File: src/rtl/core/pipb_pkg.sv
// shared types and constants for the point-in-polygon boundary classifier
`default_nettype none
package pipb_pkg;

  localparam int TOL_WIDTH     = 31;
  localparam int CFG_IDX_WIDTH = 2;
  localparam int MUL_DIGIT     = 16;

  localparam logic [CFG_IDX_WIDTH-1:0] CFG_QUERY_X   = 2'd0;
  localparam logic [CFG_IDX_WIDTH-1:0] CFG_QUERY_Y   = 2'd1;
  localparam logic [CFG_IDX_WIDTH-1:0] CFG_TOLERANCE = 2'd2;

  localparam logic [1:0] LOC_OUTSIDE  = 2'd0;
  localparam logic [1:0] LOC_INSIDE   = 2'd1;
  localparam logic [1:0] LOC_BOUNDARY = 2'd2;

  typedef enum logic [2:0] {
    S_IDLE,
    S_DISPATCH,
    S_ISSUE,
    S_MUL,
    S_DUP_EVAL,
    S_EDGE_EVAL,
    S_FINISH
  } ctl_state_t;

  typedef enum logic [3:0] {
    MOP_E2,
    MOP_LEN_A,
    MOP_LEN_B,
    MOP_DOT_A,
    MOP_DOT_B,
    MOP_CR_A,
    MOP_CR_B,
    MOP_DA_A,
    MOP_DA_B,
    MOP_DB_A,
    MOP_DB_B,
    MOP_CSQ,
    MOP_ELEN
  } mop_t;

  typedef enum logic {
    PH_DUP,
    PH_EDGE
  } phase_t;

  typedef enum logic [1:0] {
    AB_FIRST_VTX,
    AB_PREV_VTX,
    AB_PREV_FIRST,
    AB_VTX_FIRST
  } ab_sel_t;

  typedef struct packed {
    logic    take_vertex;
    logic    set_first;
    logic    load_ab;
    ab_sel_t ab_sel;
    logic    mul_start;
    mop_t    mop;
    logic    edge_done;
    logic    use_perp;
    logic    set_prev;
    logic    clear_ring;
  } pipb_cmd_t;

  typedef struct packed {
    logic mul_done;
    logic len_zero;
    logic dot_pos;
    logic far_end;
    logic near_pt;
    logic near_dup;
    logic near_perp;
    logic parity;
    logic boundary;
  } pipb_sts_t;

endpackage
`default_nettype wire

File: src/rtl/core/pipb_ctl.sv
// controller: per-item sequencing of duplicate check, edges and result
`default_nettype none
module pipb_ctl #(
  parameter int COUNT_WIDTH = 16
) (
  input  logic                       clk,
  input  logic                       rst_n,
  input  logic                       in_valid,
  input  logic                       in_last,
  output logic                       in_ready,
  output logic                       out_valid,
  input  logic                       out_ready,
  output logic [1:0]                 out_location,
  output logic [COUNT_WIDTH-1:0]     out_count,
  output pipb_pkg::pipb_cmd_t        cmd,
  input  pipb_pkg::pipb_sts_t        sts
);
  import pipb_pkg::*;

  ctl_state_t             state_r, state_nxt;
  mop_t                   mop_r, mop_nxt;
  phase_t                 phase_r, phase_nxt;
  logic [COUNT_WIDTH-1:0] seen_r, seen_nxt;
  logic                   last_r, last_nxt, had_r, had_nxt, dup_r, dup_nxt;
  logic                   need_dup_r, need_dup_nxt, need_e1_r, need_e1_nxt;
  logic                   need_e2_r, need_e2_nxt, perp_r, perp_nxt;
  logic                   ov_r, ov_nxt;
  logic [1:0]             loc_r, loc_nxt;
  logic [COUNT_WIDTH-1:0] cnt_r, cnt_nxt;
  logic [COUNT_WIDTH-1:0] total, eff;
  logic                   accept, dup_check;
  logic [1:0]             loc_calc;

  assign accept    = in_valid && in_ready;
  assign total     = (seen_r == '1) ? seen_r : seen_r + 1'b1;
  assign eff       = dup_r ? total - 1'b1 : total;
  assign dup_check = in_last && (total > COUNT_WIDTH'(2));

  always_comb begin
    if (eff < COUNT_WIDTH'(3)) loc_calc = LOC_OUTSIDE;
    else if (sts.boundary)     loc_calc = LOC_BOUNDARY;
    else if (sts.parity)       loc_calc = LOC_INSIDE;
    else                       loc_calc = LOC_OUTSIDE;
  end

  always_comb begin
    state_nxt    = state_r;
    mop_nxt      = mop_r;
    phase_nxt    = phase_r;
    seen_nxt     = seen_r;
    last_nxt     = last_r;
    had_nxt      = had_r;
    dup_nxt      = dup_r;
    need_dup_nxt = need_dup_r;
    need_e1_nxt  = need_e1_r;
    need_e2_nxt  = need_e2_r;
    perp_nxt     = perp_r;
    ov_nxt       = ov_r && !out_ready;
    loc_nxt      = loc_r;
    cnt_nxt      = cnt_r;
    case (state_r)
      S_IDLE: begin
        if (accept) begin
          last_nxt     = in_last;
          had_nxt      = (seen_r != '0);
          dup_nxt      = 1'b0;
          need_dup_nxt = dup_check;
          need_e1_nxt  = (seen_r != '0) && !dup_check;
          need_e2_nxt  = in_last && (seen_r != '0) && !dup_check;
          state_nxt    = S_DISPATCH;
        end
      end
      S_DISPATCH: begin
        mop_nxt = MOP_E2;
        if (need_dup_r) begin
          need_dup_nxt = 1'b0;
          phase_nxt    = PH_DUP;
          state_nxt    = S_ISSUE;
        end else if (need_e1_r) begin
          need_e1_nxt = 1'b0;
          phase_nxt   = PH_EDGE;
          state_nxt   = S_ISSUE;
        end else if (need_e2_r) begin
          need_e2_nxt = 1'b0;
          phase_nxt   = PH_EDGE;
          state_nxt   = S_ISSUE;
        end else begin
          state_nxt = S_FINISH;
        end
      end
      S_ISSUE: state_nxt = S_MUL;
      S_MUL: begin
        if (sts.mul_done) begin
          state_nxt = S_ISSUE;
          case (mop_r)
            MOP_E2:    mop_nxt = MOP_LEN_A;
            MOP_LEN_A: mop_nxt = MOP_LEN_B;
            MOP_LEN_B: begin
              if (phase_r == PH_DUP) state_nxt = S_DUP_EVAL;
              else mop_nxt = MOP_DOT_A;
            end
            MOP_DOT_A: mop_nxt = MOP_DOT_B;
            MOP_DOT_B: mop_nxt = MOP_CR_A;
            MOP_CR_A:  mop_nxt = MOP_CR_B;
            MOP_CR_B: begin
              if (sts.len_zero || !sts.dot_pos) mop_nxt = MOP_DA_A;
              else if (sts.far_end)             mop_nxt = MOP_DB_A;
              else                              mop_nxt = MOP_CSQ;
            end
            MOP_DA_A:  mop_nxt = MOP_DA_B;
            MOP_DB_A:  mop_nxt = MOP_DB_B;
            MOP_CSQ:   mop_nxt = MOP_ELEN;
            MOP_DA_B, MOP_DB_B: begin
              perp_nxt  = 1'b0;
              state_nxt = S_EDGE_EVAL;
            end
            MOP_ELEN: begin
              perp_nxt  = 1'b1;
              state_nxt = S_EDGE_EVAL;
            end
            default: state_nxt = S_DISPATCH;
          endcase
        end
      end
      S_DUP_EVAL: begin
        dup_nxt     = sts.near_dup;
        need_e1_nxt = had_r && !sts.near_dup;
        need_e2_nxt = last_r && (sts.near_dup || had_r);
        state_nxt   = S_DISPATCH;
      end
      S_EDGE_EVAL: state_nxt = S_DISPATCH;
      S_FINISH: begin
        if (!last_r) begin
          seen_nxt  = total;
          state_nxt = S_IDLE;
        end else if (!ov_r || out_ready) begin
          ov_nxt    = 1'b1;
          loc_nxt   = loc_calc;
          cnt_nxt   = eff;
          seen_nxt  = '0;
          state_nxt = S_IDLE;
        end
      end
      default: state_nxt = S_IDLE;
    endcase
  end

  always_comb begin
    cmd             = '0;
    cmd.mop         = mop_r;
    cmd.use_perp    = perp_r;
    cmd.take_vertex = accept;
    cmd.set_first   = accept && (seen_r == '0);
    in_ready        = (state_r == S_IDLE);
    case (state_r)
      S_DISPATCH: begin
        cmd.load_ab = need_dup_r || need_e1_r || need_e2_r;
        if (need_dup_r)     cmd.ab_sel = AB_FIRST_VTX;
        else if (need_e1_r) cmd.ab_sel = AB_PREV_VTX;
        else if (dup_r)     cmd.ab_sel = AB_PREV_FIRST;
        else                cmd.ab_sel = AB_VTX_FIRST;
      end
      S_ISSUE:     cmd.mul_start = 1'b1;
      S_EDGE_EVAL: cmd.edge_done = 1'b1;
      S_FINISH: begin
        cmd.set_prev   = !last_r;
        cmd.clear_ring = last_r && (!ov_r || out_ready);
      end
      default: ;
    endcase
  end

  always_ff @(posedge clk) begin
    if (!rst_n) begin
      state_r    <= S_IDLE;
      seen_r     <= '0;
      need_dup_r <= 1'b0;
      need_e1_r  <= 1'b0;
      need_e2_r  <= 1'b0;
      dup_r      <= 1'b0;
      ov_r       <= 1'b0;
    end else begin
      state_r    <= state_nxt;
      seen_r     <= seen_nxt;
      need_dup_r <= need_dup_nxt;
      need_e1_r  <= need_e1_nxt;
      need_e2_r  <= need_e2_nxt;
      dup_r      <= dup_nxt;
      ov_r       <= ov_nxt;
    end
  end

  always_ff @(posedge clk) begin
    mop_r   <= mop_nxt;
    phase_r <= phase_nxt;
    last_r  <= last_nxt;
    had_r   <= had_nxt;
    perp_r  <= perp_nxt;
    loc_r   <= loc_nxt;
    cnt_r   <= cnt_nxt;
  end

  assign out_valid    = ov_r;
  assign out_location = loc_r;
  assign out_count    = cnt_r;

endmodule
`default_nettype wire

File: config.mk
export PLATFORM = sky130hd
export DESIGN_NAME = pipb_ctl
export DESIGN_NICKNAME = d
export VERILOG_FILES = /design/src/rtl/core/pipb_pkg.sv /design/src/rtl/core/pipb_ctl.sv
export SDC_FILE = /design/constraint.sdc
export NUM_CORES = 1
export LEC_CHECK = 0
export BUFFER_PORTS_ARGS = -buffer_cell sky130_fd_sc_hd__buf_2
export CAP_MARGIN = 15
export CORE_UTILIZATION = 52
export DETAILED_ROUTE_END_ITERATION = 7
export MAX_ROUTING_LAYER = met4
export PLACE_DENSITY_LB_ADDON = 0.3
export SYNTH_ARGS = -nofsm -noshare
export SYNTH_HDL_FRONTEND = slang
export SYNTH_SLANG_ARGS = --single-unit
File: constraint.sdc
create_clock -name clk -period 3.31 [get_ports clk]
set_input_delay 0.331 -clock clk [delete_from_list [all_inputs] [get_ports clk]]
set_output_delay 0.331 -clock clk [all_outputs]
set_load 0.05 [all_outputs]
==> reports/qor.yml, run 1 <==
cap_violations: 0
syn_area_um2: 3310
cts_setup_buffers: 0
muxShareOfSynthArea_pct: 1.55
power_leakage_uw: 0.00151
die_x_um: 81.7
ys_seq_area_share_pct: 38.1
placed_cell_area_um2: 3550
h-tree-depth: 2
root_buffer: "clkbuf_8"
routed_via_density: 5.92
fin_cells: 482
p_clk_share_pct: 29.4
cp-end-kind: "register"
period_share_pct: 92.5
crit_fanout: 7
synth-compound-area-share_pct: 19.3
peakVddDrop_uv: 312
drt_iter0_drc: 204
synth-simple-area-share_pct: 29.5
fin_area_um2: 3660
status: "finished clean"
grt_overflow_total: 0
postLayoutCoreUtil_pct: 60.8
grt_pass1_vias: 2481
combPwrFrac_pct: 22.0
port_buffers: 45
synth_most_common_cell: "nand2_1"
startpoint_type: "register"
numPlacedInstances: 474
cts_tree: "done"
grtUsageTotal_pct: 24.4
cts.sinks: 50
seqPwrFrac_pct: 48.5
yosys_warnings: 0
ys_types: 73
worst_pin_slew_ps: 507
synthToLayoutAreaGrowth_pct: 10.8
slew_headroom_pct: 65.3
ios: 48
synth_flop_cell: "edfxtp_1"
hold_ws_ps: 283
dpl.hpwl_um: 5570
globalplace.congestion: 0.941
final_nets: 422
coreArea_um2: 6030
fmax_mhz: 327
drcViolationCount: 0
drive_above_1_share_pct: 20.9
grt_max_degree: 25
yosys-top-cells-area: "edfxtp_1 24%, dfxtp_1 15%, nor2b_1 4.0%"
cts_buffer_depth: 2
startpoint: "seen_r[1]"
ys_seq_elements: 50
synth_xor_area_share_pct: 5.07
regToRegStartpoint: "seen_r[1]"
synthAdderAreaFrac_pct: 0.757
insertion_delay_ps: 310
die_area_um2: 6680
rsz0062_at_grt: "false"
antenna_found_initial: 0
finalSetupViolations: 0
path_clk_slew_ps: 100
skew_ps: 10.7
synthTopCellsByCount: "31 x nand2_1, 28 x nor2_1, 26 x edfxtp_1"
netlist.top_cell.by_area: "edfxtp_1"
rows: 28
vias: 2853
hold_path.class: "input pin to register"
finalHoldViolCount: 0
synth_area_per_cell_um2: 8.96
timing.final.max_slew_violations: 0
power.internal_uw: 1010
synth_top_area_share_pct: 23.6
initial_utilization_pct: 54.9
grt_pass1_wl_um: 12100
post_cts_resized: 0
period_needed_ps: 3060
die_h_um: 81.7
synth_edf_count: 26
power_density_nw_per_um2: 414
worst_ep_arrival_time_ps: 3110
synthCells: 369
cts_buffers: 5
switchingPower_uw: 508
routed_wl_um: 7620
setup_tns_ps: 0
diodes: 0
switching_share_pct: 33.5
avgRoutedWirePerCell_um: 15.8
path_class: "register to register"
drt_first_pass_iters: 4
synth_top_family_by_area: "simple AND/OR/NAND/NOR gates"
cts-hold-fix-buffers: 0
ys_async_sr_fraction_pct: 0
hp-start: "in_last"
antenna_left: 0
cp.required_ps: 3360
syn_nets: 385
final timing paths:
| path | endpoint | slack, ps | cells after the start |
|---|---|---|---|
| hold / removal | last_r | 280 | 1 |
| hold reg to reg | out_valid | 540 | 2 |
| setup / recovery | out_location[1] | 250 | 8 |
| setup reg to reg | out_location[1] | 250 | 8 |
worst max-delay path: stages (launching register included):
cell and delay [ps]:
dfxtp_1 460, ha_1 240, nand4_2 190, nor4_1 430, mux2_2 440, or4_4 560
xnor2_4 170, nor3_2 200, a21boi_1 90
registers in the layout (all words and copies together) (netlist names), 2 cells and up:
register / cells
out_count: 16
mop_r: 4
out_location: 2
seen_r: 16
state_r: 3
cells by family after synthesis:
group,after synthesis
flip-flops,50
multiplexers,5
AO/OA/AOI/OAI,90
buffers and inverters,35
XOR/XNOR,17
adder cells (fa/ha/maj),2
AND/OR/NAND/NOR,170
routing by layer:
| metal | wire length, µm | global-route usage (%) |
|---|---|---|
| met5 | 0 | - |
| met4 | 89 | 7.19 |
| met1 | 3710 | 34.7 |
| met2 | 3410 | 35.2 |
| met3 | 407 | 4.33 |
metrics by stage:
stage	worst slack, ps	power [µW]
6_report	249	1520
4_1_cts	266	1530
3_3_place_gp	331	1080
5_1_grt	119	1580
3_5_place_dp	292	1080
2_1_floorplan	164	1010
layout by cell type, fill, tap and decap left out, drive strengths merged, types with 14 or more instances in the layout:
cell type and count:
nor2 28, nor2b 21, o21ai 20, a21oi 22, buf 55, edfxtp 26, nor3 14, nand4 15
nand2 31, dfxtp 24
power groups by stage:
stage               Combinational, µW  Clock [µW]  Sequential [µW]
global placement                  330           0              747
finish                            334         446              736
detailed placement                334           0              749
floorplan                         251           0              758
CTS                               335         458              735
global route                      366         474              743
cell type report:
class                      count  area (µm²)
clock buffer                   5        68.8
inverter                      10        37.5
clock inverter                 3        43.8
multi-input combinational    284        1860
tap                           75        93.8
fill                         546        2360
sequential                    50        1260
timing repair buffer          55         300
Note: power is estimated with default switching activity, not from simulation.
==> run 2, diff against run 1 <==
ABC_AREA = 1   (was not set)
==> run 2 against run 1 <==
Net effect: sequential power is 6.0% higher; synthesized cell count is 23% higher; via count increased by 7.8%; clock skew down 6.3 ps; non-clock buffer count decreased by 8; die area is 4.1% lower; hold slack worse by 35 ps; maximum frequency up 7.2%; clock power fell by 5.6%; final cell count is 20% higher; first-iteration DRC count is 20% lower; critical endpoint is now out_location[0]; largest cell class unchanged.
==> reports/qor.yml, run 2 <==
drt_first_pass_iters: 5
status: "finished clean"
finalSetupViolations: 0
min_to: "last_r"
netlist.top_cell.by_area: "edfxtp_1"
timing.final.max_slew_violations: 0
cap_violations: 0
crit_fanout: 12
setup_tns_ps: 0
hp-start: "in_last"
synth_most_common_cell: "nand2_1"
ff2ff_path_depth: 16
slowest_stage: "dfxtp_1"
slowest_delay_ps: 460
fillers: 559
cts.sinks: 50
synth_flop_cell: "edfxtp_1"
ys_seq_elements: 50
coreArea_um2: 5890
mostFrequentLayoutCells: "125 x nand2_1, 74 x inv_1, 47 x nor2_1"
initial_utilization_pct: 53.8
cts_tree: "done"
die_x_um: 80.1
synthTopCellsByCount: "125 x nand2_1, 74 x inv_1, 47 x nor2_1"
period_needed_ps: 2860
multi_input_area_um2: 1590
worst_ep_arrival_time_ps: 2910
port_buffers: 45
antenna_found_initial: 0
path_class: "register to register"
slew_headroom_pct: 26.1
fin_area_um2: 3570
cts_buffer_depth: 2
ys_async_sr_fraction_pct: 0
cts-hold-fix-buffers: 0
yosys_warnings: 0
routed_via_density: 5.33
synth_top_area_share_pct: 24.6
layout_setup_ws_ps: 454
grtUsageTotal_pct: 24.7
final_common_cell: "nand2_1"
avgRoutedWirePerCell_um: 12.4
insertion_delay_ps: 300
grt_max_degree: 22
ys_types: 36
rsz0062_at_grt: "false"
placed_cell_area_um2: 3460
die_area_um2: 6410
power_density_nw_per_um2: 507
vias: 3075
ys_seq_area_share_pct: 39.8
cts_buffers: 5
syn_nets: 471
post_cts_resized: 0
synth_area_per_cell_um2: 6.96
rows: 28
synthToLayoutAreaGrowth_pct: 12.7
peakVddDrop_uv: 399
yosys-top-cells-area: "edfxtp_1 25%, dfxtp_1 15%, nand2_1 15%"
grt_pass1_vias: 2776
cp.required_ps: 3360
path_clk_slew_ps: 90
cts_setup_buffers: 0
hold_path.class: "input pin to register"
ios: 48
synth_edf_count: 26
globalplace.congestion: 0.953
drt_iter0_drc: 164
die_h_um: 80.1
hold_depth: 1
diodes: 0
antenna_left: 0
dpl_worst_slack_ps: 521
startpoint_type: "register"
routed_wl_um: 7170
period_share_pct: 86.3
skew_ps: 4.32
power_leakage_uw: 0.00169
finalHoldViolCount: 0
r2r_slack_ps: 450
fmax_mhz: 350
root_buffer: "clkbuf_8"
rr_endpoint: "out_location[0]"
syn_area_um2: 3170
synthCells: 455
dpl.hpwl_um: 5640
worst_pin_slew_ps: 1100
seq_area_um2: 1260
drcViolationCount: 0
final_nets: 517
drive_above_1_share_pct: 16.9
regToRegStartpoint: "seen_r[0]"
grt_pass1_wl_um: 12100
cp-end-kind: "register"
h-tree-depth: 2
path_common_cell: "nor2_1"
grt_overflow_total: 0
cp_cell_sequence: "ha_1, nand3_1, nor2_2, nand2_2, nand2_1, inv_1, nand2_2, nor2_1, nand2_1, nor2_2, nand2_1, nand3_1, nor2_1, nand3_1, nor2_1, nor2_1"
[run 2: cell count changes after synthesis, sizes merged, moves of 8 or more]
cell / previous run / this run
a21o: 8 / 0
a21oi: 22 / 31
buf: 12 / 3
clkbuf: 13 / 5
inv: 10 / 74
nand2: 31 / 134
nand3: 12 / 37
nor2: 28 / 60
nor2b: 21 / 0
nor3: 14 / 6
xnor2: 11 / 3
[run 2: logic make-up (layout without fill, tap and decap cells)]
group	count (synthesis)	count (layout)	share of synthesized area (%)
adder cells (fa/ha/maj)	2	2	0.790
AO/OA/AOI/OAI	59	59	10.7
XOR/XNOR	8	8	2.45
buffers and inverters	82	129	10.2
flip-flops	50	50	39.8
AND/OR/NAND/NOR	254	254	36.1
[run 2: worst max-delay path by stage]
stage | end | slack (ps) | startpoint
detailed placement | out_location[0] | 520 | seen_r[0]
CTS | out_location[0] | 490 | seen_r[0]
floorplan | cmd[12] | 630 | state_r[2]
global placement | out_location[1] | 630 | seen_r[0]
global route | out_location[0] | 200 | seen_r[0]
finish | out_location[0] | 450 | seen_r[0]
[run 2: layer usage]
layer,up-vias,share of wire (%),track usage [%]
met5,-,0,-
met4,0,1.7,8.75
met3,13,5.8,5.00
met2,106,45,40.1
met1,1395,47,30.6
li1,1561,-,-
[run 2: area by class of cell]
type | count | share of cell area [%]
sequential | 50 | 35.3
clock inverter | 1 | 0.841
multi-input combinational | 323 | 44.5
clock buffer | 7 | 2.14
timing repair buffer | 47 | 6.73
tap | 75 | 2.63
inverter | 74 | 7.78
[run 2: metrics by stage]
stage	hold slack, ps	instances	total power, µW	util [%]
2_1_floorplan	430	455	1260	-
6_report	248	577	1810	60.7
4_1_cts	239	577	1820	60.7
5_1_grt	234	577	1910	60.7
3_3_place_gp	484	569	1380	58.8
3_5_place_dp	488	569	1400	58.8
[run 2: power breakdown]
part	internal (µW)	switching [µW]	total [µW]
Sequential	718	62.2	780
Clock	226	195	421
Combinational	148	461	608
Total	1090	718	1810
[run 2: worst max-delay path: cells and delay by family (launching register included)]
family	cells	cell delay, ps
adder cells (fa/ha/maj)	1	260
AND/OR/NAND/NOR	14	1830
flip-flops	1	460
buffers and inverters	1	70
==> run 3, diff against run 2 <==
==> constraint.sdc (replaced) <==
create_clock -name clk -period 3.31 [get_ports clk]
set_input_delay 0.993 -clock clk [delete_from_list [all_inputs] [get_ports clk]]
set_output_delay 0.993 -clock clk [all_outputs]
set_load 0.05 [all_outputs]
==> run 3 against run 2 <==
Net effect: hold slack improved by 260 ps; routed wire length rose by 3.5%; critical endpoint is now cmd[12]; maximum frequency fell by 1.1%; non-clock buffer count rose by 2; combinational power rose by 0.7%; register-to-register slack improved by 80 ps; clock-buffer cell count fell by 1; critical path depth fell by 9; die area did not move; global-route usage rose by 0.90 points.
==> reports/qor.yml, run 3 (synthesized netlist as in run 2, its figures left out) <==
ff2ff_path_depth: 16
regToRegStartpoint: "seen_r[0]"
period_share_pct: 87.2
hold_path.class: "register to register"
dpl.hpwl_um: 5750
switching_share_pct: 41.2
cts-hold-fix-buffers: 0
cts_tree: "done"
finalSetupViolations: 0
power.internal_uw: 1040
routed_wl_um: 7420
initial_utilization_pct: 53.8
finalHoldViolCount: 0
cts_buffer_depth: 2
grt_pass1_vias: 2788
final_nets: 519
grt_overflow_total: 0
timing.final.max_slew_violations: 0
switchingPower_uw: 730
setup_tns_ps: 0
cts_buffers: 5
diodes: 0
crit_fanout: 6
endpoint: "cmd[12]"
drt_iter0_drc: 184
cts_setup_buffers: 0
h-tree-depth: 2
grtUsageTotal_pct: 25.6
slowest_stage: "dfxtp_1"
antenna_found_initial: 0
coreArea_um2: 5890
fmax_mhz: 346
root_buffer: "clkbuf_8"
rr_endpoint: "out_location[1]"
cp-end-kind: "output pin"
path_class: "register to output pin"
fillers: 560
combPwrFrac_pct: 34.6
antenna_left: 0
worst_ep_arrival_time_ps: 1890
globalplace.congestion: 0.957
mostFrequentLayoutCells: "125 x nand2_1, 74 x inv_1, 45 x nor2_1, 45 x buf_2, 34 x nand3_1"
vias: 3057
port_buffers: 45
startpoint: "seen_r[0]"
grt_max_degree: 22
p_clk_share_pct: 21.2
skew_ps: 11.9
power_density_nw_per_um2: 495
die_x_um: 80.1
slew_headroom_pct: 51.4
startpoint_type: "register"
cts.sinks: 50
cp_cell_sequence: "inv_1, ha_1, nand4_1, nor4_1, nand2_1, nor2_1, buf_2"
avgRoutedWirePerCell_um: 12.8
drt_first_pass_iters: 5
die_area_um2: 6410
rows: 28
final_common_cell: "nand2_1"
grt_pass1_wl_um: 12500
post_cts_resized: 0
synthToLayoutAreaGrowth_pct: 13.0
rsz0062_at_grt: "false"
routed_via_density: 5.28
insertion_delay_ps: 310
worst_pin_slew_ps: 724
power_leakage_uw: 0.00169
power_uw: 1770
cp.required_ps: 2320
cap_violations: 0
status: "finished clean"
ios: 48
period_needed_ps: 2890
die_h_um: 80.1
drcViolationCount: 0
slowest_delay_ps: 390
peakVddDrop_uv: 433
drive_above_1_share_pct: 18.1
seqPwrFrac_pct: 44.2
r2r_slack_ps: 530
path_clk_slew_ps: 90
-- run 3: changes by cell type in the layout (fill, tap and decap cells not counted), sizes merged --
| cell | change |
|---|---|
| buf | +2 |
| bufinv | -1 |
| clkbuf | -1 |
| clkinv | +1 |
| clkinvlp | +1 |
-- run 3: how the worst min path moves through the flow --
| stage | startpoint | endpoint | slack, ps | depth (start not counted) |
|---|---|---|---|---|
| after global routing | seen_r[15] | seen_r[15] | 530 | 2 |
| after global placement | seen_r[15] | seen_r[15] | 480 | 2 |
| final | seen_r[4] | seen_r[4] | 510 | 2 |
| after floorplan | seen_r[15] | seen_r[15] | 470 | 2 |
| after CTS | seen_r[15] | seen_r[15] | 500 | 2 |
| after detailed placement | seen_r[15] | seen_r[15] | 490 | 2 |
-- run 3: power by group through the flow --
| stage | registers, µW | clock network (µW) | logic (µW) |
|---|---|---|---|
| final | 783 | 376 | 612 |
| after global routing | 792 | 408 | 672 |
| after CTS | 781 | 388 | 611 |
| after detailed placement | 796 | 0 | 609 |
| after global placement | 792 | 0 | 601 |
| after floorplan | 834 | 0 | 432 |
-- run 3: final cells by class --
cell class	instances	area [µm²]	share of cell area, %
sequential	50	1260	35.2
tap	75	93.8	2.62
clock inverter	2	12.5	0.350
multi-input combinational	323	1600	44.6
clock buffer	6	82.6	2.31
timing repair buffer	49	255	7.13
inverter	74	278	7.76
-- run 3: worst max-delay path: cells and delay by family, from the launching register on --
family	cells	cell delay, ps
buffers and inverters	2	410
flip-flops	1	390
AND/OR/NAND/NOR	4	590
adder cells (fa/ha/maj)	1	190
-- run 3: layer usage --
| layer | up-vias | track usage (%) | part of all wire (%) |
|---|---|---|---|
| li1 | 1563 | - | - |
| met1 | 1389 | 33.4 | 47 |
| met2 | 94 | 41.5 | 46 |
| met3 | 11 | 3.41 | 4.4 |
| met4 | 0 | 7.86 | 1.9 |
| met5 | - | - | 0 |
-- run 3: per-stage QoR --
step | std cells | utilization (%) | setup WS (ps) | area, µm² | hold slack [ps]
floorplan | 455 | - | 227 | 3170 | 468
global placement | 571 | 59.2 | 584 | 3480 | 484
detailed placement | 571 | 59.2 | 563 | 3480 | 488
CTS | 579 | 60.8 | 403 | 3580 | 505
global route | 579 | 60.8 | 224 | 3580 | 535
finish | 579 | 60.8 | 423 | 3580 | 507
